`config.mk`:
```
export PLATFORM = sky130hd
export DESIGN_NAME = vmpe_out_buf
export DESIGN_NICKNAME = d
export VERILOG_FILES = /design/src/rtl/core/vmpe_pkg.sv /design/src/rtl/core/vmpe_out_buf.sv
export SDC_FILE = /design/constraint.sdc
export NUM_CORES = 1
export LEC_CHECK = 0
export ABC_CLOCK_PERIOD_IN_PS = 2500
export BUFFER_PORTS_ARGS = -buffer_cell sky130_fd_sc_hd__buf_2
export CAP_MARGIN = 20
export CORE_UTILIZATION = 44
export DETAILED_ROUTE_END_ITERATION = 8
export PLACE_DENSITY_LB_ADDON = 0.05
export SLEW_MARGIN = 20
export SYNTH_ARGS = -nofsm -noshare
export SYNTH_HDL_FRONTEND = slang
export SYNTH_SLANG_ARGS = --single-unit
```
`constraint.sdc`:
```
create_clock -name clk -period 2.5 [get_ports clk]
set_clock_uncertainty 0.15 [all_clocks]
set_input_delay 0.25 -clock clk [delete_from_list [all_inputs] [get_ports clk]]
set_output_delay 0.25 -clock clk [all_outputs]
set_load 0.02 [all_outputs]
```
`src/rtl/core/vmpe_pkg.sv`:
```
package vmpe_pkg;

  // Input commands
  localparam logic [1:0] CMD_PIXEL = 2'd0;
  localparam logic [1:0] CMD_COLOR = 2'd1;
  localparam logic [1:0] CMD_TEXT  = 2'd2;
  localparam logic [1:0] CMD_FONT  = 2'd3;

  // Display modes; codes above MODE_4BPP behave as 8bpp
  localparam logic [2:0] MODE_TEXT   = 3'd0;
  localparam logic [2:0] MODE_CGA    = 3'd1;
  localparam logic [2:0] MODE_LOWRES = 3'd2;
  localparam logic [2:0] MODE_4BPP   = 3'd3;

  // Configuration register indexes
  localparam logic [1:0] REG_MODE  = 2'd0;
  localparam logic [1:0] REG_FG    = 2'd1;
  localparam logic [1:0] REG_ZFILL = 2'd2;

  localparam int COLOR_DEPTH = 256;
  localparam int TEXT_DEPTH  = 16;
  // Holds char * GLYPH_ROWS + line only while the sum stays below 8192
  localparam int FONT_CALC_W = 13;

  // One pixel read request from the expander
  typedef struct packed {
    logic       valid;
    logic       last;
    logic       text;
    logic [7:0] color_idx;
    logic [3:0] text_idx;
  } pix_req_t;

  // One finished result
  typedef struct packed {
    logic [15:0] rgb;
    logic        last;
  } pix_t;

  // Index of the final pixel for a mode
  function automatic logic [2:0] last_index(input logic [2:0] mode);
    logic [2:0] r;
    case (mode)
      MODE_TEXT:   r = 3'd7;
      MODE_CGA:    r = 3'd3;
      MODE_LOWRES: r = 3'd3;
      MODE_4BPP:   r = 3'd1;
      default:     r = 3'd0;
    endcase
    return r;
  endfunction

  function automatic logic [15:0] to_rgb565(input logic [23:0] c);
    return {c[23:19], c[15:10], c[7:3]};
  endfunction

endpackage

```
`src/rtl/core/vmpe_out_buf.sv`:
```
module vmpe_out_buf (
  input  logic            clk,
  input  logic            rst,
  input  logic            push,
  input  vmpe_pkg::pix_t  push_data,
  input  logic            pop,
  output logic            not_empty,
  output logic [1:0]      count,
  output vmpe_pkg::pix_t  head
);

  vmpe_pkg::pix_t slot [2];
  logic           wptr;
  logic           rptr;

  // Two-entry queue between the read stage and the output
  always_ff @(posedge clk) begin
    if (rst) begin
      wptr  <= 1'b0;
      rptr  <= 1'b0;
      count <= 2'd0;
    end else begin
      if (push) begin
        wptr <= ~wptr;
      end
      if (pop) begin
        rptr <= ~rptr;
      end
      count <= count + {1'b0, push} - {1'b0, pop};
    end
  end

  always_ff @(posedge clk) begin
    if (push) begin
      slot[wptr] <= push_data;
    end
  end

  assign not_empty = (count != 2'd0);
  assign head      = slot[rptr];

endmodule

```
* Word level (Yosys, flattened, before mapping) *
Memory sizes are Yosys's and may differ from the RTL's. A register that Yosys moved wholly into a read port is not among the register bits.
Index checks and enable logic that the tools add are counted.
W data, S select, Z words.

storage, ports and cells
  logic and storage cells = 13
  bits in latches = 0
  bits in read-only memories = 0
  memories kept = 1
  bits of input ports = 21
  output and inout port bits = 20
  bits in registers = 4
  RAM bits = 34

memory list
  memory  words  width  rd ports  clocked after Yosys merged registers in  wr ports  RTL line            source
  slot    2      17     1         1                                        1         vmpe_out_buf.sv:12  vmpe_pkg::pix_t slot [2];

cells by class
  div/mod/pow operators = 0
  mux-type cells = 4
  shift-type cells = 0
  $add $sub $neg = 2
  equal/unequal tests = 0
  bitwise logic cells = 2
  multipliers = 0
  $lt $le $gt $ge = 0
  reductions and logical operators = 1

operators by type and width
  operator            number
  $mux W1             4
  $add A2 B1 Y2       1
  $not A1 Y1          2
  $reduce_bool A2 Y1  1
  $sub A2 B1 Y2       1

* Longest topological paths before layout *
Gate-level depths: netlist of run 1.

  depth after elaboration = 3
  depth in mapped cells = 6
  gate-level depth less buffers = 6

* Worst setup path before layout of run 1 *
Ideal clock, no wire load.

  path type = register to register
  start = register wptr
  end = memory slot[0][0] (netlist bit), enable pin
  required time = 1958 ps
  cell stages (with the launch flop) = 2
  path buffers = 0
  slack = 849 ps
  data arrival time = 1109 ps
  setup time = 392 ps
  period minus slack after synthesis = 1651 ps
  cell sequence = dfxtp_1 > nor2b_1

RTL lines
  what                    RTL line            source
  start, declared         vmpe_out_buf.sv:13  logic wptr;
  start signal, assigned  vmpe_out_buf.sv:24  wptr <= ~wptr;
  end, declared           vmpe_out_buf.sv:12

Straight into the memory's write port.

==> impl_metrics.json, run 1 <==
{
  "ant_nets": 0,
  "hpwlAfterDp_mm": 1.361,
  "worst-path-max-fanout": 9,
  "nets": 162,
  "ys_seq_area_share_pct": 75.04,
  "hold_viol_final": 0,
  "fp.coreArea_um2": 3128,
  "vdd_ir_drop_max_v": 0.0003837,
  "required_ns": 2.10,
  "p_per_area_nw_per_um2": 674.2,
  "die_h_um": 60.27,
  "path_class": "reg -> out",
  "cp-end-kind": "output pin",
  "layout_common_cells": "40 x buf_2, 34 x edfxtp_1, 18 x dlygate4sd3_1",
  "worst_path_largest_cell_delay_ns": 0.58,
  "gp_congestion": 0.6078,
  "antenna_cells": 0,
  "grt_max_degree": 18,
  "cpMaxStageDelayCell": "dfxtp_1",
  "tightestPinTransition_ns": 0.3974,
  "grt_pass1_vias": 787,
  "cts_sinks": 39,
  "timing.rr.start": "count[0]",
  "syn_inst": 73,
  "grtUsageTotal_pct": 13.85,
  "ys_types": 14,
  "layout-drive-gt1-share_pct": 49.29,
  "antenna_found_initial": 0,
  "grt_setup_unrepaired": "no",
  "avgSynthCellArea_um2": 20.46,
  "fin_ws_ns": 0.4247,
  "cp_top_family": "flip-flops",
  "synthesis.area_um2": 1494,
  "crit_path_start_kind": "flop",
  "viasPerCell": 4.446,
  "first_iter_violations": 8,
  "leakage_nw": 0.7997,
  "clk_pin_slew_ns": 0.11,
  "synth-seq-cells": 39,
  "critPathBufInv": 2,
  "slew_headroom_pct": 73.47,
  "ios": 41,
  "worstSkewPairLatency_ns": 0.34,
  "period_minus_slack_ns": 2.075,
  "cts_tree": "done",
  "min_from": "pop",
  "arrival_ns": 1.68,
  "drc": 0,
  "cts_buffers": 5,
  "synthToLayoutAreaGrowth_pct": 32.33,
  "period_share_pct": 83.01,
  "max_freq_mhz": 481.9,
  "power_mw": 1.333,
  "die_width_um": 60.27,
  "vias": 818,
  "grt-ovfl-total": 0,
  "grt_first_pass_wirelength_mm": 3.332,
  "fin_setup_tns_ns": 0,
  "finalSetupViolCount": 0,
  "final_common_cell": "buf_2",
  "cap_violations": 0,
  "place_ws_ns": 0.7570,
  "wire_per_inst_um": 12.08,
  "initial_core_util_pct": 47.76,
  "cts-resized-gates": 0,
  "crit_path_cell_trace": "buf_4 > mux2_4 > buf_2",
  "drtPass1Iterations": 3,
  "num_rows": 20,
  "n_fill_cell": 245,
  "die-area_um2": 3632,
  "h-tree-depth": 2,
  "io_buffers": 40,
  "clk_root_buffer_cell": "clkbuf_4",
  "worstHoldPathType": "in -> reg",
  "drt-total-wl_mm": 2.223,
  "maxSlewViolCount": 0,
  "cts.path.max_buffers": 2,
  "syn_nets": 96,
  "status": "completed",
  "ys_warn_count": 0
}
-- metrics by stage --
step | cell area (um2) | cells | util, % | hold slack [ns]
floorplan | 1494 | 73 | - | 0.1716
global placement | 1743 | 158 | 55.72 | 0.2866
detailed placement | 1743 | 158 | 55.72 | 0.2916
CTS | 1977 | 184 | 63.20 | 0.05426
global route | 1977 | 184 | 63.20 | 0.06456
finish | 1977 | 184 | 63.20 | 0.05786
-- report_power, final --
part,switching [mW],internal (mW),total (mW)
Clock,0.195,0.109,0.303
Sequential,0.0200,0.757,0.777
Combinational,0.123,0.130,0.252
Total,0.337,0.996,1.33
-- what timing repair did --
action	4_1_cts	5_1_grt
endpoints found under the hold margin	39	0
hold buffers	18	0
buffers inserted	0	0
-- worst paths after layout --
check,endpoint,slack [ns],depth (start not counted)
worst min register to register,rptr,0.43,2
worst max register to register,count[1],1.17,6
worst min-delay path,rptr,0.06,3
worst max-delay path,head[6],0.42,3
-- cell families after synthesis --
family / Yosys count / share of synthesized area [%]
multiplexers: 17 / 15.33
adder cells (fa/ha/maj): 2 / 1.675
AND/OR/NAND/NOR: 8 / 2.680
XOR/XNOR: 3 / 2.680
flip-flops: 39 / 75.04
buffers and inverters: 4 / 2.597
-- synthesized netlist by cell type --
| cell | instances | area (um2) |
|---|---|---|
| and2_1 | 1 | 6.260 |
| buf_12 | 1 | 20.02 |
| buf_6 | 1 | 11.26 |
| dfxtp_1 | 5 | 100.1 |
| edfxtp_1 | 34 | 1021 |
| ha_1 | 2 | 25.02 |
| inv_1 | 2 | 7.510 |
| mux2_2 | 7 | 78.83 |
| mux2_4 | 10 | 150.1 |
| nor2_1 | 4 | 15.01 |
| nor2b_1 | 2 | 12.51 |
| or2_2 | 1 | 6.260 |
| xnor2_1 | 2 | 17.52 |
| xnor3_1 | 1 | 22.52 |
-- flip-flops by register name (all words and copies together) (netlist names), named ones only --
register,count
slot,34
count,2
rptr,1
wptr,1
-- tightest hold or removal path: stages --
cell and delay (ns):
buf_2 0.10, xnor2_1 0.07, nor2_1 0.09
-- metal layers --
metal | share of wire [%] | vias up | GRT usage [%]
met5 | 0 | - | 0
met4 | 1.9 | 0 | 6.977
met3 | 7.0 | 6 | 7.143
met2 | 52 | 28 | 24.49
met1 | 39 | 381 | 12.80
li1 | - | 403 | -
-- area by class of cell --
| type | instances | area (um2) | share of cell area [%] |
|---|---|---|---|
| sequential | 39 | 1121 | 56.71 |
| timing repair buffer | 61 | 402.9 | 20.38 |
| multi-input combinational | 30 | 336.6 | 17.03 |
| tap | 44 | 55.05 | 2.785 |
| clock buffer | 6 | 41.29 | 2.089 |
| clock inverter | 2 | 12.51 | 0.6329 |
| inverter | 2 | 7.507 | 0.3797 |
No activity file was read; power rests on OpenSTA's default activity.
==> run 2, diff against run 1 <==
- ABC_CLOCK_PERIOD_IN_PS: 2500 -> 1800
- clock period: 2.5 -> 1.8 ns (I/O delays scaled with it)
==> run 2 against run 1 <==
  * Via count decreased by 0.37%
  * Total power increased by 36%
  * Die area unchanged
  * Combinational power increased by 47%
  * First-iteration DRC count increased by 75%
  * Register-to-register slack got worse by 0.73 ns
  * Flip-flop and latch count unchanged
  * Sequential power increased by 38%
  * Largest cell class unchanged
==> impl_metrics.json, run 2 (synthesized netlist as in run 1, its figures left out) <==
{
  "status": "completed",
  "viasPerCell": 4.358,
  "synthToLayoutAreaGrowth_pct": 34.34,
  "gp_congestion": 0.6290,
  "arrival_ns": 1.35,
  "slew_headroom_pct": 86.66,
  "regMostFlops": "slot",
  "period_share_pct": 93.29,
  "grt_pass1_vias": 807,
  "drt-total-wl_mm": 2.217,
  "grtUsageTotal_pct": 13.44,
  "vdd_ir_drop_max_v": 0.0005468,
  "layout-drive-gt1-share_pct": 48.95,
  "intPower_mw": 1.381,
  "cts_buffers": 5,
  "wire_per_inst_um": 11.86,
  "first_iter_violations": 14,
  "tightestPinTransition_ns": 0.1986,
  "antenna_cells": 0,
  "die-area_um2": 3632,
  "grt-ovfl-total": 0,
  "max_freq_mhz": 595.5,
  "initial_core_util_pct": 47.76,
  "hold_viol_final": 0,
  "ant_nets": 0,
  "grt_max_degree": 11,
  "power_mw": 1.810,
  "vias": 815,
  "num_rows": 20,
  "path_class": "reg -> out",
  "grt_setup_unrepaired": "no",
  "cap_violations": 0,
  "required_ns": 1.47,
  "fp.coreArea_um2": 3128,
  "io_buffers": 40,
  "instances_no_fill": 187,
  "nets": 167,
  "drtPass1Iterations": 4,
  "grt_first_pass_wirelength_mm": 3.249,
  "clk_pin_slew_ns": 0.10,
  "final_util_pct": 64.16,
  "cp-end-kind": "output pin",
  "cts_hold_buf": 20,
  "period_minus_slack_ns": 1.679,
  "pwr-share-comb_pct": 20.5,
  "worst-path-max-fanout": 8,
  "seqPwrFrac_pct": 59.3,
  "cts_sinks": 39,
  "hpwlAfterDp_mm": 1.440,
  "dp_cells": 161,
  "layout_common_cells": "40 x buf_2, 34 x edfxtp_1, 20 x dlygate4sd3_1",
  "die_width_um": 60.27,
  "drc": 0,
  "cts_setup_buffers": 0,
  "cts_tree": "done",
  "die_h_um": 60.27,
  "ios": 41,
  "maxSlewViolCount": 0,
  "final_common_cell": "buf_2",
  "clkPwrFrac_pct": 20.2,
  "crit_path_start_kind": "flop",
  "finalSetupViolCount": 0,
  "largest_register_ffs": 34,
  "fin_setup_tns_ns": 0,
  "p_per_area_nw_per_um2": 902.0,
  "holdWs_ns": 0.3803,
  "cts.path.max_buffers": 2,
  "worstSkewPairLatency_ns": 0.32,
  "clk_root_buffer_cell": "clkbuf_4",
  "h-tree-depth": 2,
  "worstHoldPathType": "reg -> reg",
  "cts-resized-gates": 0,
  "switching_share_pct": 23.70,
  "leakage_nw": 0.8194,
  "p_sw_mw": 0.4291,
  "largest_registers": "slot: 34 flops, count: 2 flops",
  "antenna_found_initial": 0
}
[run 2: cell count changes in the layout (fill, tap and decap cells not counted)]
cell           change
dlygate4sd3_1      +2
clkinv_2           -1
clkinvlp_4         -1
buf_4              +3
[run 2: power groups by stage]
stage                     Combinational (mW)  Sequential, mW  Clock [mW]
final                                  0.371            1.07       0.366
after floorplan                        0.227            1.10           0
after global placement                 0.337            1.09           0
after detailed placement               0.343            1.09           0
after global routing                   0.401            1.08       0.421
after CTS                              0.377            1.07       0.396
[run 2: stage by stage]
stage | setup WS, ns | instance area [um2]
finish | 0.1208 | 2007
floorplan | 0.1489 | 1494
detailed placement | 0.4520 | 1765
global placement | 0.4737 | 1765
CTS | 0.07703 | 2007
global route | 0.02867 | 2007
[run 2: cell type report]
class                           count  area (um2)
Tap cell                           44       55.05
Clock buffer                        6       41.29
Inverter                            2       7.507
Timing Repair Buffer               66       445.4
Multi-Input combinational cell     30       336.6
Sequential cell                    39        1121
Fill cell                         235        1121
[run 2: worst paths after layout]
path / from / endpoint / cells past startpoint / slack (ns)
hold / removal: rptr / rptr / 2 / 0.38
setup / recovery: flop / head[4] / 3 / 0.12
hold reg to reg: rptr / rptr / 2 / 0.38
setup reg to reg: count[0] / count[1] / 6 / 0.44
[run 2: critical path, stage by stage, from the launching register on]
cell	delay (ns)
dfxtp_1	0.34
buf_4	0.18
mux2_2	0.36
buf_2	0.16
[run 2: metal layers]
| layer | track usage [%] | wire length (um) | vias to the layer above |
|---|---|---|---|
| met5 | 0 | 0 | - |
| met4 | 4.983 | 8 | 0 |
| met3 | 6.710 | 109 | 2 |
| met2 | 24.65 | 1214 | 28 |
| met1 | 12.54 | 884 | 376 |
| li1 | - | - | 409 |
