==> src/rtl/core/vmpe_pkg.sv <==
package vmpe_pkg;

  // Input commands
  localparam logic [1:0] CMD_PIXEL = 2'd0;
  localparam logic [1:0] CMD_COLOR = 2'd1;
  localparam logic [1:0] CMD_TEXT  = 2'd2;
  localparam logic [1:0] CMD_FONT  = 2'd3;

  // Display modes; codes above MODE_4BPP behave as 8bpp
  localparam logic [2:0] MODE_TEXT   = 3'd0;
  localparam logic [2:0] MODE_CGA    = 3'd1;
  localparam logic [2:0] MODE_LOWRES = 3'd2;
  localparam logic [2:0] MODE_4BPP   = 3'd3;

  // Configuration register indexes
  localparam logic [1:0] REG_MODE  = 2'd0;
  localparam logic [1:0] REG_FG    = 2'd1;
  localparam logic [1:0] REG_ZFILL = 2'd2;

  localparam int COLOR_DEPTH = 256;
  localparam int TEXT_DEPTH  = 16;
  // Holds char * GLYPH_ROWS + line only while the sum stays below 8192
  localparam int FONT_CALC_W = 13;

  // One pixel read request from the expander
  typedef struct packed {
    logic       valid;
    logic       last;
    logic       text;
    logic [7:0] color_idx;
    logic [3:0] text_idx;
  } pix_req_t;

  // One finished result
  typedef struct packed {
    logic [15:0] rgb;
    logic        last;
  } pix_t;

  // Index of the final pixel for a mode
  function automatic logic [2:0] last_index(input logic [2:0] mode);
    logic [2:0] r;
    case (mode)
      MODE_TEXT:   r = 3'd7;
      MODE_CGA:    r = 3'd3;
      MODE_LOWRES: r = 3'd3;
      MODE_4BPP:   r = 3'd1;
      default:     r = 3'd0;
    endcase
    return r;
  endfunction

  function automatic logic [15:0] to_rgb565(input logic [23:0] c);
    return {c[23:19], c[15:10], c[7:3]};
  endfunction

endpackage

==> src/rtl/core/vmpe_expander.sv <==
module vmpe_expander (
  input  logic                clk,
  input  logic                rst,
  input  logic                load,
  input  logic [2:0]          mode,
  input  logic [3:0]          fg,
  input  logic                zfill,
  input  logic                blank,
  input  logic [7:0]          src,
  input  logic [7:0]          attr,
  input  logic [7:0]          font_row,
  input  logic                grant,
  output vmpe_pkg::pix_req_t  req
);

  logic       valid;
  logic [2:0] k;
  logic [2:0] item_mode;
  logic [3:0] item_fg;
  logic       item_zfill;
  logic       item_blank;
  logic [7:0] item_src;
  logic [7:0] item_attr;

  logic [7:0] row;
  logic [1:0] cga_v;
  logic [3:0] nib;
  logic       is_last;

  // Hold the item and step through its pixels
  always_ff @(posedge clk) begin
    if (rst) begin
      valid <= 1'b0;
      k     <= 3'd0;
    end else if (load) begin
      valid <= 1'b1;
      k     <= 3'd0;
    end else if (grant && is_last) begin
      valid <= 1'b0;
    end else if (grant) begin
      k <= k + 3'd1;
    end
  end

  always_ff @(posedge clk) begin
    if (load) begin
      item_mode  <= mode;
      item_fg    <= fg;
      item_zfill <= zfill;
      item_blank <= blank;
      item_src   <= src;
      item_attr  <= attr;
    end
  end

  assign is_last = (k == vmpe_pkg::last_index(item_mode));

  // Pick the table index of the current pixel
  always_comb begin
    row   = item_blank ? 8'd0 : font_row;
    cga_v = 2'(item_src >> {~k[1:0], 1'b0});
    nib   = 4'd0;
    req   = '0;
    req.valid = valid;
    req.last  = is_last;
    case (item_mode)
      vmpe_pkg::MODE_TEXT: begin
        req.text     = 1'b1;
        req.text_idx = row[k] ? item_attr[3:0] : item_attr[7:4];
      end
      vmpe_pkg::MODE_CGA: begin
        req.color_idx = (cga_v != 2'd0) ? {6'd0, cga_v} : {4'd0, item_fg};
      end
      vmpe_pkg::MODE_LOWRES: begin
        nib = k[1] ? item_src[3:0] : item_src[7:4];
        if (item_zfill && nib == 4'd0) begin
          nib = item_fg;
        end
        req.color_idx = {4'd0, nib};
      end
      vmpe_pkg::MODE_4BPP: begin
        nib           = k[0] ? item_src[3:0] : item_src[7:4];
        req.color_idx = {4'd0, nib};
      end
      default: begin
        req.color_idx = item_src;
      end
    endcase
  end

endmodule

==> config.mk <==
export PLATFORM = sky130hd
export DESIGN_NAME = vmpe_expander
export DESIGN_NICKNAME = d
export VERILOG_FILES = /design/src/rtl/core/vmpe_pkg.sv /design/src/rtl/core/vmpe_expander.sv
export SDC_FILE = /design/constraint.sdc
export NUM_CORES = 1
export LEC_CHECK = 0
export BUFFER_PORTS_ARGS = -buffer_cell sky130_fd_sc_hd__clkbuf_2
export CAP_MARGIN = 15
export CORE_AREA = 2 2 58 60
export CTS_BUF_LIST = sky130_fd_sc_hd__clkbuf_4
export DETAILED_ROUTE_END_ITERATION = 12
export DIE_AREA = 0 0 60 62
export HOLD_SLACK_MARGIN = 0.02
export PLACE_DENSITY = 0.93
export SYNTH_ARGS = -nofsm -noshare
export SYNTH_HDL_FRONTEND = slang
export SYNTH_SLANG_ARGS = --single-unit
==> constraint.sdc <==
create_clock -name clk -period 5.22 [get_ports clk]
set_clock_uncertainty 0.05 [all_clocks]
set_input_delay 0.522 -clock clk [delete_from_list [all_inputs] [get_ports clk]]
set_output_delay 0.522 -clock clk [all_outputs]
set_load 0.1 [all_outputs]
# Word level (Yosys, flattened, before mapping)

Index checks and enable logic that the tools add are counted.

Multipliers: 0
Bitwise gates (word level): 2
$add $sub $neg: 1
Divide/modulo/power cells: 0
Order comparisons: 1
Reductions and logical operators: 9
Muxes and demuxes: 14
Shifts and indexed selects: 1
Equality and inequality tests: 4

Operator list:

| operator                                                             | number |
|---|---|
| 8-bit one-hot mux with 4 select lines                                | 1 |
| 4-bit two-way mux                                                    | 6 |
| 3-bit one-hot mux with 3 select lines                                | 1 |
| 8-bit two-way mux                                                    | 1 |
| 8-bit by 3-bit >> shifter with 2-bit output                          | 1 |
| 3-bit by 2-bit == test with 1-bit output, second input constant      | 2 |
| 4-bit zero test                                                      | 1 |
| 3-bit by 4-bit < comparator with 1-bit output, second input constant | 1 |
| 1-bit two-way mux                                                    | 4 |
| 2-bit nonzero test                                                   | 2 |
| 2-bit OR reduction                                                   | 2 |
| 3-bit by 1-bit adder with 3-bit output, second input constant        | 1 |
| 1-bit binary-select mux with 3-bit select                            | 1 |
| 3-bit by 1-bit == test with 1-bit output, second input constant      | 1 |
| 3-bit == test                                                        | 1 |
| 3-bit zero test                                                      | 1 |
| 1-bit logical AND                                                    | 2 |
| 2-bit inverter                                                       | 1 |
| 2-bit AND reduction                                                  | 1 |
| 1-bit inverter                                                       | 1 |

Bits in latches: 0
Bits in registers: 29
Word-level logic and storage cells: 40
Memory bits (read-only): 0
Memory bits (writable): 0
Memories: 0
Output and inout port bits: 15
Bits of input ports: 37

# Depth between registers and ports, before layout

Gate-level depths: netlist of run 1.

Depth after elaboration: 7
Mapped depth: 6

# Least setup slack after synthesis of run 1

No wires, ideal clock.

Path type: reg2out
Start: register item_mode[2]
End: output port req[0] (netlist name)
Setup slack: 1.759 ns
Data arrival time: 2.889 ns
Buffers on the path: 1
Data required time: 4.648 ns
Cell stages (with the launch flop): 5
Cells stage by stage: edfxtp_1 buf_6 nor3_4 nand2_1 o21ai_1

RTL lines:

| item                   | line                | text |
|---|---|---|
| start, declared        | vmpe_expander.sv:18 | `logic [2:0] item_mode;` |
| start signal, assigned | vmpe_expander.sv:47 | `item_mode <= mode;` |
| end, declared          | vmpe_expander.sv:13 | `output vmpe_pkg::pix_req_t req` |

==> reports/metrics.yaml, run 1 <==
outcome: "finished, final reports clean"
initial_core_util_pct: 52.9
place_area_mm2: 0.00193
p_per_area_mw_per_mm2: 290
synthDistinctLibCells: 50
gr-total-overflow: 0
drt_pass1_iterations: 4
rsz0062_at_grt: "false"
tns_ns: 0
final_area_mm2: 0.00199
htree_levels: 2
dpl.cell_count: 232
drive_gt1_share_pct: 36.1
grt_use_met1_pct: 26.5
wl_um: 3600
slew_headroom_pct: 43.7
timing.fmax_mhz: 287
vias: 1321
drtIter0Drc: 52
max_stage_delay_ns: 0.88
fill_cells: 250
layoutNonFillerInstCount: 240
final_common_cell: "clkbuf_2"
io_pins: 52
cellLeakagePower_nw: 0.823
cp_max_fo: 23
drc: 0
synth_warnings: 0
nNetsFinal: 231
viasPerCell: 5.50
met3_usage_pct: 6.42
hp-class: "in2reg"
ant_nets: 0
clock-sinks: 29
worstMarginPinSlew_ns: 0.843
cts_resized: 0
synth_area_leaders: "edfxtp_1 (45%), dfxtp_1 (4.8%), mux4_2 (4.0%)"
finish.utilization_pct: 62.5
avgRoutedWirePerCell_um: 15.0
syn-cell-area_mm2: 0.00168
die_h_um: 62
gr-max-usage-layer: "met2"
cts_tree: "yes"
ys.flop_type: "edfxtp_1"
worstSetupPathType: "reg2out"
numPortBuffers: 51
cp.required_ns: 4.65
synth-seq-cells: 29
post-route-period-util_pct: 66.8
total_power_uw: 577
whs_ns: 0.328
avgSynthCellArea_um2: 11.6
hold_buffers: 0
cts_root_buffer: "clkbuf_4"
synth_edf_count: 25
synth_nets: 183
setup_viol: 0
synth_seq_area_share_pct: 49.4
clkTransAtPathRegs_ns: 0.09
synth.top_cell.area_share_pct: 44.7
ir_drop_uv: 278
routabilityCongestion: 0.944
async_reset_ff_share_pct: 0
die_w_um: 60
cts-buffers-inserted: 5
post_cts_buffers: 0
row_count: 21
worstSetupEndpointType: "output port"
n_antenna_cell: 0
grt_max_degree: 30
grt_antenna_before_repair: 0
pre_cts_slack_ns: 2.09
hold_viol: 0
grtUsageMet2_pct: 33.7
core-area_mm2: 0.00318
slew_violations: 0
worst_slack_ns: 1.73
synth_largest_area_cell: "edfxtp_1"
layout_common_cells: "clkbuf_2 (51), edfxtp_1 (25), nand2_1 (12)"
insertion_delay_ns: 0.31
path_cells: "mux4_1 > a22oi_4 > nand3_1 > o21ai_1 > clkbuf_2"
area_growth_pct: 18.3
dp_hpwl_um: 2700
grt_pass1_wl_um: 5550
cts_buffer_depth: 2
die_area_mm2: 0.00372
fin_crit_ns: 3.49
grt_usage_pct: 20.6
grt_pass1_vias: 1228
worst_setup_path_start_kind: "flip-flop"
synthCells: 145
slowest_stage: "dfxtp_1"
drv_cap: 0
crit_arrival_ns: 2.91
==> power breakdown <==
group	leakage, nW	total, mW	switching (mW)	internal [mW]
Sequential	0.277	0.292	0.0213	0.271
Clock	0.0368	0.137	0.0679	0.0692
Combinational	0.509	0.148	0.109	0.0390
Total	0.823	0.577	0.198	0.379
==> registers in the layout, summed over array words and instances (netlist names) <==
signal      flops
k               3
item_attr       8
item_zfill      1
item_src        8
item_blank      1
item_fg         4
valid           1
item_mode       3
==> worst paths after layout <==
check | start | end | slack [ns] | cells after the start
hold / removal | src[6] | item_src[6] | 0.33 | 1
hold reg to reg | valid | valid | 0.45 | 2
setup reg to reg | k[1] | valid | 3.34 | 4
setup / recovery | k[1] | req[3] | 1.73 | 5
==> metal layers <==
layer	part of all wire, %	vias to the layer above
li1	-	654
met1	42	598
met2	48	63
met3	8.3	6
met4	1.3	0
met5	0	-
==> layout make-up <==
type	count	area [µm²]	area share [%]
multi-input combinational	99	758	38.1
timing repair buffer	51	255	12.8
clock buffer	8	60.1	3.02
tap	46	57.6	2.89
inverter	7	26.3	1.32
sequential	29	831	41.8
==> kinds of logic (layout without fill, tap and decap cells) <==
family / Yosys count / after routing / share of synthesized area, %
simple gates: 57 / 57 / 19.4
compound gates: 29 / 29 / 14.4
flops: 29 / 29 / 49.4
buf+inv: 17 / 66 / 5.44
mux: 11 / 11 / 9.98
fa+ha+maj: 1 / 1 / 0.744
xor+xnor: 1 / 1 / 0.521
==> worst max-delay path, delay by kind of cell (launching register included) <==
family                 cells  cell delay (ns)
DFF                        1             0.88
muxes                      1             0.72
and+or+nand+nor            1             0.11
AOI/OAI and AO/OA          2             0.41
buffers and inverters      1             0.48
==> Yosys cell counts, types with 2 or more instances <==
cell       n
buf_4      2
and3_1     3
buf_2      4
mux2_2     2
nand3_1    9
o21ai_1    5
nor3b_1    3
nand4_1    4
mux4_2     3
o211ai_1   3
buf_6      2
clkbuf_1   2
o31ai_1    2
mux2i_1    4
o21ai_0    3
edfxtp_1  25
and2_1     3
nand2_1   12
dfxtp_1    4
nor2b_1    3
or3_1      2
inv_1      7
nor2_1    11
(Power assumes the default switching activity.)
==> inputs of run 2 (changes only) <==
CORE_AREA = 2 2 63 65   (was 2 2 58 60)
DIE_AREA = 0 0 65 67   (was 0 0 60 62)
PLACE_DENSITY = 0.85   (was 0.93)
clock period = 2.8 ns   (was 5.22 ns; I/O delays follow)
==> reports/metrics.yaml, run 2 (synthesis results as in run 1) <==
viasPerCell: 5.54  # was 5.50
fin_crit_ns: 2.64
cts_root_buffer: "clkbuf_4"  # unchanged
finish.utilization_pct: 59.6  # was 62.5%
avgRoutedWirePerCell_um: 14.5  # was 15.0 µm
post_cts_buffers: 0  # unchanged
layout_common_cells: "clkbuf_2 (43), edfxtp_1 (25), nand2_1 (12)"  # was clkbuf_2 (51), edfxtp_1 (25), nand2_1 (12)
die_area_mm2: 0.00436  # was 0.00372 mm²
p_per_area_mw_per_mm2: 514  # was 290 mW/mm²
tns_ns: 0  # unchanged
insertion_delay_ns: 0.33  # was 0.31 ns
worstSetupEndpointType: "output port"  # unchanged
grt_antenna_before_repair: 0  # unchanged
ant_nets: 0  # unchanged
worst_slack_ns: 0.161  # was 1.73 ns
cts_tree: "yes"  # unchanged
vias: 1357  # was 1321
post-route-period-util_pct: 94.3
clkTransAtPathRegs_ns: 0.10  # was 0.09 ns
rsz0062_at_grt: "false"  # unchanged
layoutNonFillerInstCount: 245  # was 240
row_count: 22  # was 21
die_w_um: 65  # was 60 µm
pre_cts_slack_ns: 0.384  # was 2.09 ns
hp-class: "in2reg"  # unchanged
io_pins: 52  # unchanged
place_area_mm2: 0.00209  # was 0.00193 mm²
drc: 0  # unchanged
total_power_mw: 1.11  # was 577 µW
htree_levels: 2  # unchanged
cp.required_ns: 2.47  # was 4.65 ns
outcome: "finished, final reports clean"  # unchanged
hold_viol: 0  # unchanged
whs_ns: 0.0723  # was 0.328 ns
drt_pass1_iterations: 4  # unchanged
grt_pass1_vias: 1314  # was 1228
top_regs: "item_attr x8, item_src x8, item_fg x4"  # unchanged
dp_hpwl_um: 2760  # was 2700 µm
core-area_mm2: 0.00361  # was 0.00318 mm²
cts-buffers-inserted: 5  # unchanged
final_area_mm2: 0.00215  # was 0.00199 mm²
area_growth_pct: 28.0  # was 18.3%
routabilityCongestion: 1.01  # was 0.944
grt_max_degree: 30  # unchanged
gr-total-overflow: 0  # unchanged
drive_gt1_share_pct: 40.1  # was 36.1%
setup_viol: 0  # unchanged
n_antenna_cell: 0  # unchanged
hold_buffers: 0  # unchanged
worst_setup_path_start_kind: "flip-flop"  # unchanged
worstSetupPathType: "reg2out"  # unchanged
timing.fmax_mhz: 379
clock-sinks: 29  # unchanged
die_h_um: 67  # was 62 µm
initial_core_util_pct: 46.6  # was 52.9%
cts_resized: 0  # unchanged
worstMarginPinSlew_ns: 0.659  # was 0.843 ns
cp_max_fo: 9  # was 23
drtIter0Drc: 85  # was 52
slew_headroom_pct: 56.1  # was 43.7%
slew_violations: 0  # unchanged
wl_um: 3560  # was 3600 µm
drv_cap: 0  # unchanged
grt_pass1_wl_um: 6070  # was 5550 µm
final_common_cell: "clkbuf_2"  # unchanged
cts_buffer_depth: 2  # unchanged
numPortBuffers: 51  # unchanged
fill_cells: 316  # was 250
grt_usage_pct: 18.9  # was 20.6%
nNetsFinal: 234  # was 231
crit_arrival_ns: 2.31  # was 2.91 ns
cellLeakagePower_nw: 0.877  # was 0.823 nW
dpl.cell_count: 237  # was 232
ir_drop_uv: 311  # was 278 µV
-- run 2: cell count changes in the layout (fill, tap and decap cells not counted), sizes merged --
cell      before  now
buf            0   11
clkbuf        59   48
clkinvlp       0    1
clkinv         0    2
-- run 2: routing by layer --
metal / vias up / GRT usage (%) / share of wire (%) / wire, µm
met5: - / 0 / 0 / 0
met4: 0 / 10.4 / 2.1 / 74
met3: 10 / 4.73 / 8.9 / 316
met2: 61 / 27.8 / 46 / 1640
met1: 626 / 25.5 / 43 / 1520
li1: 660 / - / - / -
-- run 2: worst paths after layout --
kind / from / end / slack (ns) / cells after the start
max: k[1] / req[4] / 0.16 / 6
min reg2reg: valid / valid / 0.45 / 2
max reg2reg: item_mode[2] / k[1] / 1.04 / 4
min: attr[3] / item_attr[3] / 0.07 / 1
-- run 2: power breakdown --
group | internal, mW | total [mW] | switching [mW]
clock network | 0.0944 | 0.241 | 0.147
logic | 0.109 | 0.323 | 0.214
registers | 0.505 | 0.543 | 0.0379
total | 0.708 | 1.11 | 0.398
-- run 2: critical path, stage by stage, from the launching register on --
cell       delay, ns
dfxtp_2         0.44
buf_4           0.19
or4bb_4         0.50
a2111oi_1       0.41
o31ai_1         0.11
nand3_1         0.14
buf_12          0.19
-- run 2: final cells by class --
cell class                 instances  area (µm²)  share of cell area [%]
clock buffer                       5        37.5                    1.75
clock inverter                     3        17.5                   0.814
inverter                           7        26.3                    1.22
multi-input combinational         99         779                    36.2
sequential                        29         832                    38.7
tap                               48        60.1                    2.79
timing repair buffer              54         398                    18.5
